==> config.mk <==
export PLATFORM = sky130hd
export DESIGN_NAME = nkp_cell
export DESIGN_NICKNAME = d
export VERILOG_FILES = /design/src/rtl/core/nkp_pkg.sv /design/src/rtl/core/nkp_cell.sv
export SDC_FILE = /design/constraint.sdc
export NUM_CORES = 1
export LEC_CHECK = 0
export BUFFER_PORTS_ARGS = -buffer_cell sky130_fd_sc_hd__buf_2
export CORE_AREA = 8 8 184 186
export DETAILED_ROUTE_END_ITERATION = 6
export DIE_AREA = 0 0 192 194
export PLACE_DENSITY_LB_ADDON = 0.12
export SKIP_CTS_REPAIR_TIMING = 1
export SYNTH_ARGS = -nofsm -noshare
export SYNTH_HDL_FRONTEND = slang
export SYNTH_SLANG_ARGS = --single-unit
==> constraint.sdc <==
create_clock -name clock -period 4 [get_ports clock]
set_input_delay 0.2 -clock clock [delete_from_list [all_inputs] [get_ports clock]]
set_output_delay 0.2 -clock clock [all_outputs]
set_load 0.05 [all_outputs]
==> src/rtl/core/nkp_pkg.sv <==
// Package for the nearest-K point selector: field widths, function and
// register codes, bounding box limits and the cell control word.
// No dependencies.
`default_nettype none

package nkp_pkg;

   // Field widths
   localparam int COORD_W = 31;
   localparam int ID_W    = 32;
   localparam int DIST_W  = 64;
   localparam int MAG_W   = 32;
   localparam int FUNC_W  = 2;
   localparam int QCNT_W  = 5;
   localparam int CSR_IDX_W  = 3;
   localparam int CSR_DATA_W = 31;

   // Bounding box reset values
   localparam logic signed [COORD_W-1:0] COORD_MAXV = {1'b0, {(COORD_W-1){1'b1}}};
   localparam logic signed [COORD_W-1:0] COORD_MINV = {1'b1, {(COORD_W-1){1'b0}}};

   localparam logic [ID_W-1:0] ID_MAX = {ID_W{1'b1}};

   // Request function codes
   localparam logic [FUNC_W-1:0] FUNC_POINT  = 2'd0;
   localparam logic [FUNC_W-1:0] FUNC_REPORT = 2'd1;
   localparam logic [FUNC_W-1:0] FUNC_CLEAR  = 2'd2;

   // Configuration register indexes
   localparam logic [CSR_IDX_W-1:0] CSR_QUERY_X     = 3'd0;
   localparam logic [CSR_IDX_W-1:0] CSR_QUERY_Y     = 3'd1;
   localparam logic [CSR_IDX_W-1:0] CSR_QUERY_Z     = 3'd2;
   localparam logic [CSR_IDX_W-1:0] CSR_USE_Z       = 3'd3;
   localparam logic [CSR_IDX_W-1:0] CSR_QUERY_COUNT = 3'd4;

   // Per-cell control from the list controller
   typedef struct packed {
      logic occupied;   // cell lies below the fill count
      logic at_fill;    // cell is the first free place
      logic at_tail;    // cell is the last occupied place
      logic insert;     // a new entry goes into the list this cycle
      logic grow;       // the list grows by one on this insert
      logic rotate;     // list turns by one place towards the head
   } cell_ctl_type;

endpackage

`default_nettype wire

==> src/rtl/core/nkp_cell.sv <==
// One place of the sorted nearest list: holds a distance and an id, and
// takes a new entry, its left neighbour, its right neighbour or the head entry. Depends on nkp_pkg.
`default_nettype none

module nkp_cell
   import nkp_pkg::*;
(
   input  wire logic              clock,
   input  wire cell_ctl_type      ctl,
   input  wire logic [DIST_W-1:0] ins_dist,
   input  wire logic [ID_W-1:0]   ins_id,
   input  wire logic              left_gt,
   input  wire logic [DIST_W-1:0] left_dist,
   input  wire logic [ID_W-1:0]   left_id,
   input  wire logic [DIST_W-1:0] right_dist,
   input  wire logic [ID_W-1:0]   right_id,
   input  wire logic [DIST_W-1:0] head_dist,
   input  wire logic [ID_W-1:0]   head_id,
   output logic                   gt,
   output logic [DIST_W-1:0]      distance,
   output logic [ID_W-1:0]        id
);

   logic [DIST_W-1:0] dist_ff, dist_in;
   logic [ID_W-1:0]   id_ff, id_in;

   // A strictly larger held distance makes the new entry go in front; ties
   // keep the new entry behind.
   assign gt = ctl.occupied && (dist_ff > ins_dist);

   // Next contents: rotation for reports, shift or take for inserts.
   always_comb begin
      dist_in = dist_ff;
      id_in   = id_ff;
      if (ctl.rotate) begin
         if (ctl.occupied) begin
            if (ctl.at_tail) begin
               dist_in = head_dist;
               id_in   = head_id;
            end else begin
               dist_in = right_dist;
               id_in   = right_id;
            end
         end
      end else if (ctl.insert) begin
         if (left_gt) begin
            dist_in = left_dist;
            id_in   = left_id;
         end else if (gt || (ctl.at_fill && ctl.grow)) begin
            dist_in = ins_dist;
            id_in   = ins_id;
         end
      end
   end

   always_ff @(posedge clock) begin
      dist_ff <= dist_in;
      id_ff   <= id_in;
   end

   assign distance = dist_ff;
   assign id       = id_ff;

endmodule

`default_nettype wire

==> reports/summary.txt <==
endpoint required time on the critical path = 4.08 ns
hold violation count in the final report = 0
GRT overflow = 0
cell accounting for the most synthesized area = edfxtp_1
maximum number of pins on one net before global-route repair = 121
hold slack = 0.201 ns
Worst EP arrival = 3.45 ns
Setup Viol. Count Final = 0
CTS tree = built
post-synthesis cell area = 0.00736 mm²
share of the synthesized area in the top cell type = 39.1%
final estimated routing congestion in global placement = 0.779
FILL cells = 3403
crit path capture type = flop
top cells by area in the synthesized netlist = edfxtp_1 (39%), mux2i_1 (13%), ha_1 (11%)
routed wirelength normalized by instance count = 19.9 µm
final-stage net count = 1687
number of sinks on the clock net = 96
power per cell area = 326 mW/mm²
flip-flop cell with the highest count after synthesis = edfxtp_1
number of placement rows = 65
number of flops mapped to enable cells by yosys = 96
final count of pins violating max slew = 0
count of buffers inserted at the top-level ports = 488
average size of a mapped cell = 9.47 µm²
Period Utilization, post-route = 84.2%
first drt pass iteration count = 4
status = complete, no violations
combinational family with the most area after synthesis = compound AO/OA/AOI/OAI gates
clock transition at the registers of the reported paths = 0.07 ns
worst rel slew slack = 41.3%
Crit Reg-Reg Startpoint = distance[63]
sequential-to-total area share from yosys stat = 39.1%
r2r worst-path depth = 8
Core ar. = 0.0311 mm²
number of nets with antenna violations after routing = 0
number of max-capacitance violations reported = 0
compound-cell area share of the yosys netlist = 20.3%
post-route DRC violation count = 0
share of layout cells above drive strength 1 = 41.6%
initial antenna violation count = 6
H-Tree Depth = 3
beginning of the critical path = distance[63]
detailed router's first-iteration violation count = 198
Synth Net Count = 1234
hold-critical path depth = 3
initial cell density of the core = 23.7%
via density per instance = 4.57
synthesis-stage register bit count = 96
beginning of the worst hold path = left_dist[20]
half-perimeter wire length after detailed placement = 27.5 mm
total vias in the final route = 7494
min cycle time layout = 3.37 ns
worst-path maximum fanout = 48
share of synthesized cell area in full adder, half adder and majority cells = 10.9%
num ports = 489
accumulated negative setup slack = 0 ns
async set-or-reset flop fraction in the synthesized netlist = 0%
setup repair after global routing missed its margin = no
startpoint type of the worst setup path = flop
simple-gate area share of the yosys netlist = 10.5%
commonest cells in the netlist = a21oi_1 (126), a211oi_1 (97), edfxtp_1 (96), mux2i_1 (96), nor2_1 (70)
overall power after layout = 0.00342 W
post-detailed-placement cell area = 0.0102 mm²
placed insts = 1622
destination of the worst hold path = distance[20]
number of CTS-inserted buffers = 9
Crit Reg-Reg Endpoint = distance[16]
slew at the pin closest to its max-slew limit = 0.880 ns
wire length of the first global-routing pass = 47.7 mm
Chip Width = 192 µm
XOR/XNOR share of the synthesized area = 0%
Synth Warn # = 0
number of distinct standard cells referenced by the synthesized netlist = 31
worst setup slack for register-to-register paths = 0.63 ns
Die Outline Area = 0.0372 mm²
global-route total usage across every layer = 16.7%
cell chosen for the clock root = clkbuf_16
Detailed Route WL = 32.6 mm
Die Y-Extent = 194 µm
Longest Clk Path Bufs = 2
via count of the first global-routing pass = 8055
path type of the worst setup path = flop to flop
post-route non-filler standard cell count = 1641
Lkg Pwr = 5.08 nW
dominant cell by count in the synthesized netlist = a21oi_1
Max IR drop VDD = 184 µV
area grow syn2layout = 42.8%
final std cell area, no fill = 0.0105 mm²
cell count after synthesis = 778
upper clock frequency limit = 0.297 GHz
type of the worst min-delay path = input pin to flop
final clock skew = 0.0126 ns
clock latency reported for the late side of the worst-skew pair = 0.35 ns
post-synthesis mux area share = 13.0%
-- sequential cells by signal (all words and copies together), names as in the netlist --
| signal | flops |
|---|---|
| id | 32 |
| distance | 64 |
-- layout make-up --
type                            count  area [µm²]  area share, %
Timing Repair Buffer              496        2550           24.2
Antenna cell                        3        7.51         0.0714
Sequential cell                    96        2880           27.4
Multi-Input combinational cell    563        4040           38.4
Inverter                           65         244           2.32
Clock buffer                       11         233           2.21
Clock inverter                      5        57.6          0.547
Tap cell                          402         503           4.78
-- cells by family (layout without fill, tap and decap cells) --
| kind of cell | after synthesis | count (layout) |
|---|---|---|
| other cells | 0 | 3 |
| buf+inv | 119 | 577 |
| simple gates | 159 | 159 |
| fa+ha+maj | 64 | 64 |
| mux | 96 | 96 |
| compound gates | 244 | 244 |
| flops | 96 | 96 |
-- where the power goes --
part	leakage, nW	internal [W]	switching (W)	total [W]
registers	0.921	0.00125	0.0000446	0.00129
logic	4.03	0.000416	0.000827	0.00124
clock network	0.133	0.000486	0.000402	0.000888
-- critical path: stages (launching register included) --
cell and delay (ns):
edfxtp_1 0.40, ha_1 0.31, and4_1 0.28, nand3_1 0.09, nor4_1 0.57, nand3_1 0.16
and3_1 0.22, a221o_4 0.67, buf_12 0.30
-- metrics by stage --
step	utilization (%)	setup WS (ns)
2_1_floorplan	-	0.400
3_3_place_gp	32.9	0.565
3_5_place_dp	32.9	0.551
4_1_cts	33.8	0.541
5_1_grt	33.8	0.405
6_report	33.8	0.633
-- routing by layer --
layer	vias to the layer above	track usage, %	wire length, µm
li1	3831	-	-
met3	22	5.56	3010
met5	-	0	40
met2	287	29.9	16300
met4	8	3.51	313
met1	3346	19.0	12900
-- worst max path at each step --
stage / to / depth (start not counted)
5_1_grt: distance[39] / 9
4_1_cts: distance[39] / 9
6_report: distance[16] / 8
3_5_place_dp: distance[34] / 10
2_1_floorplan: distance[0] / 8
3_3_place_gp: distance[34] / 10
-- cell usage in the layout (no fill, tap or decap), types with 2 or more instances in the layout --
cell	n
a21o_1	3
ha_1	64
nor2_1	70
nand2_1	21
o21ai_1	2
nor4_1	5
nor2b_1	34
clkinvlp_4	2
clkbuf_1	2
mux2i_1	96
a22oi_1	2
buf_2	485
diode_2	3
nand4_1	13
clkbuf_16	9
nand3_1	8
buf_12	2
buf_6	3
inv_1	65
a21oi_1	126
edfxtp_1	96
o21ai_0	9
buf_4	6
a211oi_1	97
Power figures use the tool's default switching activity.
